===== config.mk =====
export PLATFORM = sky130hd
export DESIGN_NAME = mppe_ctrl
export DESIGN_NICKNAME = d
export VERILOG_FILES = /design/src/hw/rtl/mppe_pkg.sv /design/src/hw/rtl/mppe_ctrl.sv
export VERILOG_INCLUDE_DIRS = /design/src /design/src/hw/rtl
export SDC_FILE = /design/constraint.sdc
export NUM_CORES = 1
export LEC_CHECK = 0
export BUFFER_PORTS_ARGS = -buffer_cell sky130_fd_sc_hd__buf_2
export CAP_MARGIN = 25
export CORE_AREA = 2 2 39 41
export DETAILED_ROUTE_END_ITERATION = 10
export DIE_AREA = 0 0 41 43
export PLACE_DENSITY = 0.55
export SLEW_MARGIN = 20
export SYNTH_ARGS = -nofsm -noshare
export SYNTH_HDL_FRONTEND = slang
export SYNTH_SLANG_ARGS = --single-unit

===== constraint.sdc =====
create_clock -name i_clk -period 1.3 [get_ports i_clk]
set_input_delay 0.13 -clock i_clk [delete_from_list [all_inputs] [get_ports i_clk]]
set_output_delay 0.13 -clock i_clk [all_outputs]
set_load 0.03 [all_outputs]

===== src/hw/rtl/multicolor_pixel_plot_engine_core_defines.svh =====
// ----------------------------------------------------------------------------
// Multicolor pixel plot engine - assertion macros
// Shared concurrent assertion wrappers, clocked on i_clk, off during reset.
// ----------------------------------------------------------------------------
`ifndef MULTICOLOR_PIXEL_PLOT_ENGINE_CORE_DEFINES_SVH
`define MULTICOLOR_PIXEL_PLOT_ENGINE_CORE_DEFINES_SVH

// Plain property check.
`define MPPE_ASSERT(lbl, prop, msg) \
    lbl: assert property (@(posedge i_clk) disable iff (!i_rst_n) (prop)) else $error(msg);

// Same-cycle implication check.
`define MPPE_ASSERT_IMPL(lbl, ante, cons, msg) \
    lbl: assert property (@(posedge i_clk) disable iff (!i_rst_n) (ante) |-> (cons)) \
        else $error(msg);

`endif


===== src/hw/rtl/mppe_pkg.sv =====
// ----------------------------------------------------------------------------
// mppe_pkg
// Shared types, codes and helpers of the multicolor pixel plot engine.
// ----------------------------------------------------------------------------
`default_nettype none

package mppe_pkg;

    localparam int CELL_COLUMNS_DEF = 40;
    localparam int CELL_ROWS_DEF    = 25;

    // Configuration register indexes
    localparam logic CFG_CAM_X = 1'b0;
    localparam logic CFG_CAM_Y = 1'b1;

    typedef enum logic [1:0] {
        OP_PLOT   = 2'd0,
        OP_READ   = 2'd1,
        OP_CLEAR  = 2'd2,
        OP_SETCOL = 2'd3
    } t_op;

    typedef enum logic [1:0] {
        SLOT_BG = 2'd0,
        SLOT_HI = 2'd1,
        SLOT_LO = 2'd2,
        SLOT_TH = 2'd3
    } t_slot;

    typedef struct packed {
        logic load;
        logic locate;
        logic addr;
        logic read;
        logic exec;
        logic sweep;
        logic emit;
    } t_cmd;

    typedef struct packed {
        t_op  op;
        logic in_range;
        logic sweep_last;
        logic out_free;
    } t_status;

    // Bits of a bitmap byte that survive a write at pixel position pin.
    function automatic logic [7:0] keep_mask(input logic [1:0] pin);
        logic [7:0] m;
        unique case (pin)
            2'd0: m = 8'h3F;
            2'd1: m = 8'hCF;
            2'd2: m = 8'hF3;
            2'd3: m = 8'hFC;
            default: m = 8'hFF;
        endcase
        return m;
    endfunction

    // Bit offset of the code of pixel position pin (leftmost in bits 7-6).
    function automatic logic [2:0] code_shift(input logic [1:0] pin);
        return {~pin, 1'b0};
    endfunction

endpackage

`default_nettype wire


===== src/hw/rtl/mppe_ctrl.sv =====
// ----------------------------------------------------------------------------
// mppe_ctrl
// Sequencer: steps one request through locate, address, read, update and
// emit, or through the memory sweep of a clear and of the power-up fill.
// ----------------------------------------------------------------------------
`default_nettype none

module mppe_ctrl (
    input  wire logic              i_clk,
    input  wire logic              i_rst_n,
    input  wire logic              i_in_valid,
    output logic                   o_in_stall,
    input  wire mppe_pkg::t_status i_status,
    output mppe_pkg::t_cmd         o_cmd
);

    import mppe_pkg::*;
    `include "multicolor_pixel_plot_engine_core_defines.svh"

    typedef enum logic [2:0] {
        S_IDLE,
        S_LOC,
        S_ADDR,
        S_READ,
        S_EXEC,
        S_SWEEP,
        S_EMIT
    } t_state;

    t_state r_state, n_state;
    logic   r_init,  n_init;
    logic   r_stall;
    t_cmd   cmd;

    always_comb begin
        cmd     = '0;
        n_state = r_state;
        n_init  = r_init;
        unique case (r_state)
            S_IDLE: begin
                if (i_in_valid) begin
                    cmd.load = 1'b1;
                    n_state  = S_LOC;
                end
            end
            S_LOC: begin
                cmd.locate = 1'b1;
                unique case (i_status.op)
                    OP_CLEAR:  n_state = S_SWEEP;
                    OP_SETCOL: n_state = S_EMIT;
                    default:   n_state = S_ADDR;
                endcase
            end
            S_ADDR: begin
                cmd.addr = 1'b1;
                n_state  = i_status.in_range ? S_READ : S_EMIT;
            end
            S_READ: begin
                cmd.read = 1'b1;
                n_state  = S_EXEC;
            end
            S_EXEC: begin
                cmd.exec = 1'b1;
                n_state  = S_EMIT;
            end
            S_SWEEP: begin
                cmd.sweep = 1'b1;
                if (i_status.sweep_last) begin
                    n_state = r_init ? S_IDLE : S_EMIT;
                    n_init  = 1'b0;
                end
            end
            S_EMIT: begin
                if (i_status.out_free) begin
                    cmd.emit = 1'b1;
                    n_state  = S_IDLE;
                end
            end
            default: n_state = S_IDLE;
        endcase
    end

    always_ff @(posedge i_clk) begin
        if (!i_rst_n) begin
            r_state <= S_SWEEP;
            r_init  <= 1'b1;
            r_stall <= 1'b1;
        end else begin
            r_state <= n_state;
            r_init  <= n_init;
            r_stall <= (n_state != S_IDLE);
        end
    end

    assign o_in_stall = r_stall;
    assign o_cmd      = cmd;

    `MPPE_ASSERT_IMPL(a_exec_after_read, r_state == S_EXEC, $past(r_state) == S_READ,
        "update step without a preceding memory read")
    `MPPE_ASSERT_IMPL(a_init_in_sweep, r_init, r_state == S_SWEEP && r_stall,
        "power-up fill left before the sweep finished")
    `MPPE_ASSERT_IMPL(a_load_when_open, cmd.load, !r_stall,
        "request taken while the input was stalled")

endmodule

`default_nettype wire


==> results of run 1 <==
-- cells by family (layout without fill, tap and decap cells) --
| logic type | after synthesis | in the layout | synth area share (%) |
|---|---|---|---|
| and+or+nand+nor | 24 | 24 | 43.2 |
| muxes | 1 | 1 | 3.03 |
| DFF | 5 | 5 | 30.3 |
| AOI/OAI and AO/OA | 8 | 8 | 16.7 |
| buffers and inverters | 5 | 26 | 6.82 |
-- through the flow --
| stage | cell area [um2] | setup TNS (ns) | power (W) | cells | hold WS, ns |
|---|---|---|---|---|---|
| finish | 522 | 0 | 0.00105 | 80 | 0.0751 |
| global route | 522 | 0 | 0.00114 | 80 | 0.0791 |
| CTS | 484 | 0 | 0.000993 | 79 | 0.0744 |
| detailed placement | 442 | 0 | 0.000779 | 75 | 0.328 |
| global placement | 442 | 0 | 0.000779 | 75 | 0.325 |
| floorplan | 335 | -0.263 | 0.000645 | 43 | 0.192 |
-- power groups by stage --
stage / sequential [W] / combinational, W / clock, W
floorplan: 0.000263 / 0.000382 / 0
global placement: 0.000275 / 0.000504 / 0
detailed placement: 0.000276 / 0.000503 / 0
CTS: 0.000287 / 0.000518 / 0.000188
global route: 0.000317 / 0.000623 / 0.000197
finish: 0.000305 / 0.000563 / 0.000179
-- final timing paths --
| check | endpoint | slack [ns] | depth (start not counted) |
|---|---|---|---|
| max | o_cmd[5] | 0.06 | 3 |
| min | r_state[2] | 0.08 | 2 |
| max reg2reg | o_in_stall | 0.16 | 5 |
| min reg2reg | r_init | 0.45 | 2 |
-- synth_stat cells --
library cell,count
dfxtp_1,5
nor3_2,1
mux2i_1,1
nand4_2,1
nor2b_2,1
o211a_1,1
o21ai_1,1
a21oi_1,3
clkbuf_1,1
o211ai_1,1
and2_1,1
nand2_1,5
buf_4,1
nor3_1,3
inv_1,1
and3_1,2
nand3_2,1
inv_2,2
nor2_1,1
a221o_1,1
a21o_1,1
nand3_1,4
nand2b_1,3
nor2b_1,1
-- state kept, by name, indices dropped and copies added (netlist names) --
signal	count
o_in_stall	1
r_init	1
r_state	3
-- per-layer routing --
metal	up-vias	routed length (um)	GRT usage (%)
li1	193	-	-
met1	157	347	12.5
met2	14	408	17.8
met3	2	66	4.71
met4	0	4	8.00
met5	-	0	0
-- worst register-to-register path: stages, from the launching register on --
cell      delay [ns]
dfxtp_4         0.36
nor2b_4         0.14
buf_4           0.13
o211ai_1        0.08
o211a_1         0.20
nand4_2         0.10
-- what timing repair did --
action,CTS,global route
pin swaps,0,1
setup buffers,0,1
endpoints found under the hold margin,0,0
endpoints found under the setup margin,6,6
gates resized for setup,7,10
-- layout make-up --
| type | instances | area, um2 | area share [%] |
|---|---|---|---|
| multi-input combinational | 33 | 231 | 44.4 |
| timing repair buffer | 19 | 121 | 23.3 |
| sequential | 5 | 111 | 21.3 |
| clock buffer | 4 | 26.3 | 5.04 |
| tap | 16 | 20.0 | 3.84 |
| inverter | 3 | 11.3 | 2.16 |
==> summary.txt, run 1 <==
Worst setup path
  – Worst-path maximum fanout: 6
  – Most used cell, CP: buf_4
  – WP buf/inv: 2
  – Crit path max-delay cell type: dfxtp_4
  – Crit path capture type: primary output
  – CP max stage delay: 0.36 ns
  – Worst Path Arrival: 1.11 ns
  – R2R Path Start: r_state[0]
  – CP cell instances: buf_4, nor3_1, buf_4
  – Required @ worst endpoint: 1.17 ns
  – CP delay by family, top: flip-flops
  – Worst Setup Start Kind: flop
  – Worst Setup Path Type: flop to primary output
  – Critical path origin: r_state[1]

Synth
  – Synth Register Bits: 5
  – Synth warn: 0
  – Largest area contributor in the netlist: dfxtp_1
  – Synth top area cells: dfxtp_1 (30%), nand3_1 (6.1%), nand2_1 (5.7%)
  – Synth top area share: 30.3%
  – Sequential area share after synthesis: 30.3%
  – Post-synthesis instance area: 330 um2
  – Count of cell types in the netlist: 24
  – Syn Area/Cell: 7.68 um2
  – Syn_nets: 51
  – Syn Inst Count: 43

Cells and area
  – Commonest non-fill, non-tap cell in the layout: buf_2
  – Most frequent cells in the layout: buf_2 (10), buf_4 (7), nand2_1 (5), nand3_1 (4), clkbuf_4 (4)
  – Nets: 73
  – Final Util: 37.7%
  – Fraction of layout cells with a size suffix above 1: 51.6%
  – Fillers: 160
  – # diodes: 0
  – Layout area overhead: 58.0%

Timing
  – Slew HR: 88.8%
  – Clock skew: 0.00341 ns
  – Setup slack after layout: 0.0636 ns
  – Slew Viols, Final: 0
  – Least-Margin Pin Slew: 0.163 ns
  – Fmax: 809 MHz
  – RSZ-0062 raised after global routing: yes
  – Final setup vio count: 0
  – Final worst path period need: 1.24 ns
  – Final Hold Viols: 0
  – Part of the cycle the worst path needs: 95.1%

Global route
  – First-pass GRT wire length: 1350 um
  – Gr usage total: 11.7%
  – Largest net degree at the start of global routing: 15
  – Vias in the first global route: 346
  – Grt ovf: 0
  – Antenna violations before repair: 0

Floorplan
  – Vert. Die Dim: 43 um
  – Die area: 1760 um2
  – Chip width: 41 um
  – Starting Density: 23.9%
  – I/O pin count: 16
  – # rows: 14
  – Core area: 1380 um2

Job
  – Max-capacitance violation count: 0

Clocking
  – CTS Root Cell: clkbuf_4
  – Hold buffer count at cts: 0
  – Skew-Pair Late Insertion Delay: 0.24 ns
  – CTS buffer count: 3
  – # H-tree levels: 1
  – Clk pin slew, worst setup/hold paths: 0.04 ns
  – Clock Path Buffers: 2
  – CTS tree: built
  – Clk sinks: 5

Pwr
  – Reg power frac: 29.1%
  – Net Switching: 0.000457 W
  – Maximum vdd drop: 640 uV
  – Cell Int Power: 0.000591 W
  – Leakage power: 0.267 nW
  – Gate power share: 53.8%
  – Net Sw Frac: 43.6%
  – Clock share of power: 17.1%
  – Pwr dens: 2010 nW/um2

Routing
  – Routed Antenna Nets: 0
  – Routed wire length: 827 um
  – Avg WL per Cell: 10.3 um
  – Remaining DRCs: 0
  – Vias post-DR: 366
  – 1st-pass router iterations: 2
  – Initial detailed-routing violation count: 6
  – Drt via density: 4.58

Min path
  – Hold/Removal Path Class: primary input to flop
  – Critical hold path startpoint: i_rst_n

Status
  – Status: complete, no violations

Placement
  – Port Buffers: 15
  – Place WS: 0.0657 ns
  – Placer Congestion: 0.665
Power figures use the tool's default switching activity.
==> run 2, diff against run 1 <==
--- a/config.mk
+++ b/config.mk
@@ -12,6 +12,7 @@
 export DETAILED_ROUTE_END_ITERATION = 10
 export DIE_AREA = 0 0 41 43
 export PLACE_DENSITY = 0.55
+export SETUP_SLACK_MARGIN = 0.2
 export SLEW_MARGIN = 20
 export SYNTH_ARGS = -nofsm -noshare
 export SYNTH_HDL_FRONTEND = slang
==> run 2 against run 1 <==
Net effect:
- cell count increased by 3.8%
- worst hold slack better by 0.0063 ns
- clock skew shrank 0.00054 ns
- combinational power up 26%
- die area unchanged
- worst setup slack improved by 0.031 ns
- total power grew 12%
- global-route usage decreased by 0.17 points
- first-iteration DRC count shrank 33%
- sequential power fell by 4%
- clock-buffer cell count stayed put
- highest routed layer is now met3
==> summary.txt, run 2 (same netlist as run 1, synthesis figures left out) <==
Status
  – Status: complete, no violations

Worst setup path
  – Required @ worst endpoint: 1.17 ns
  – Worst Setup Start Kind: flop
  – Worst-path maximum fanout: 4
  – Worst Path Arrival: 1.08 ns
  – Crit path capture type: primary output
  – Worst Setup Path Type: flop to primary output

Clocking
  – Clk pin slew, worst setup/hold paths: 0.04 ns
  – CTS tree: built
  – # H-tree levels: 1
  – Hold buffer count at cts: 0
  – CTS buffer count: 3
  – Clock Path Buffers: 2
  – Skew-Pair Late Insertion Delay: 0.23 ns
  – Clk sinks: 5
  – CTS Root Cell: clkbuf_4

Routing
  – Remaining DRCs: 0
  – Vias post-DR: 388
  – 1st-pass router iterations: 2
  – Drt via density: 4.67
  – Routed wire length: 865 um
  – Routed Antenna Nets: 0
  – Avg WL per Cell: 10.4 um
  – Initial detailed-routing violation count: 4

Pwr
  – Reg power frac: 25.0%
  – Clock share of power: 14.6%
  – Net Switching: 0.000484 W
  – Pwr dens: 1990 nW/um2
  – Cell Int Power: 0.000687 W
  – Gate power share: 60.4%
  – Net Sw Frac: 41.3%
  – Leakage power: 0.293 nW
  – Maximum vdd drop: 915 uV

Floorplan
  – # rows: 14
  – I/O pin count: 16
  – Die area: 1760 um2
  – Chip width: 41 um
  – Vert. Die Dim: 43 um
  – Core area: 1380 um2
  – Starting Density: 23.9%

Placement
  – Port Buffers: 15
  – Placed cells: 73
  – Dpl cell area: 449 um2
  – Placer Congestion: 0.656
  – Post-DP HPWL: 595 um

Timing
  – RSZ-0062 raised after global routing: yes
  – Least-Margin Pin Slew: 0.192 ns
  – Final setup vio count: 0
  – Slew HR: 87.1%
  – Final worst path period need: 1.21 ns
  – Setup TNS Final: 0 ns
  – Fmax: 829 MHz
  – Clock skew: 0.00287 ns
  – Slew Viols, Final: 0
  – Final Hold Viols: 0
  – Part of the cycle the worst path needs: 92.7%

Global route
  – Grt ovf: 0
  – Gr usage total: 11.6%
  – Antenna violations before repair: 0
  – Largest net degree at the start of global routing: 8
  – Vias in the first global route: 370
  – First-pass GRT wire length: 1460 um

Min path
  – Hold/Removal Path Class: primary input to flop

Cells and area
  – Most frequent cells in the layout: buf_2 (8), buf_4 (8), buf_6 (6), nand2_1 (5), nand3_1 (4)
  – Fin area: 589 um2
  – Top reg by flops: r_state
  – # diodes: 0
  – Fin cells: 83
  – Fraction of layout cells with a size suffix above 1: 62.7%
  – Max reg flops: 3
  – Nets: 76
  – Layout area overhead: 78.4%

Job
  – Max-capacitance violation count: 0
[run 2: changes by cell type in the layout (fill, tap and decap cells not counted), sizes merged]
| cell | delta |
|---|---|
| buf | +4 |
| clkbuf | -1 |
[run 2: power groups by stage]
stage / Clock, W / Sequential [W] / Combinational, W
after global placement: 0 / 0.000302 / 0.000489
after CTS: 0.000181 / 0.000288 / 0.000676
final: 0.000171 / 0.000292 / 0.000708
after detailed placement: 0 / 0.000300 / 0.000487
after floorplan: 0 / 0.000272 / 0.000411
after global routing: 0.000201 / 0.000300 / 0.000765
[run 2: metrics by stage]
stage	utilization, %	power (W)	hold WS, ns	setup WS (ns)
6_report	42.6	0.00117	0.0814	0.0943
5_1_grt	42.6	0.00127	0.0815	0.0349
4_1_cts	41.4	0.00114	0.0711	0.0873
3_5_place_dp	32.5	0.000788	0.322	0.0332
3_3_place_gp	32.5	0.000791	0.322	0.0403
2_1_floorplan	-	0.000683	0.192	0.175
[run 2: critical path, stage by stage, from the launching register on]
cell and delay [ns]:
dfxtp_4 0.37, nor2b_2 0.16, and3_4 0.19, buf_6 0.12
[run 2: layout make-up]
| type | count | area (um2) |
|---|---|---|
| fill | 152 | 795 |
| sequential | 5 | 111 |
| inverter | 3 | 11.3 |
| clock buffer | 4 | 26.3 |
| multi-input combinational | 33 | 253 |
| timing repair buffer | 22 | 168 |
| tap | 16 | 20.0 |
[run 2: timing repair]
| action | in CTS | in global routing |
|---|---|---|
| gates resized for setup | 19 | 4 |
| buffers inserted | 6 | 0 |
| endpoints found under the setup margin | 12 | 9 |
| pin swaps | 4 | 4 |
| endpoints found under the hold margin | 0 | 0 |
[run 2: worst paths after layout]
kind,from,endpoint,slack [ns],cells after the start
setup reg to reg,r_state[2],o_in_stall,0.18,4
setup / recovery,r_state[1],o_cmd[0],0.09,3
hold / removal,i_rst_n,r_state[2],0.08,2
hold reg to reg,r_init,r_init,0.46,2
[run 2: metal layers]
layer / vias up / global-route usage [%] / wire length [um]
met1: 175 / 14.3 / 373
met5: - / 0 / 0
met3: 0 / 3.14 / 51
met2: 13 / 19.4 / 440
li1: 200 / - / -
met4: 0 / 2.00 / 0
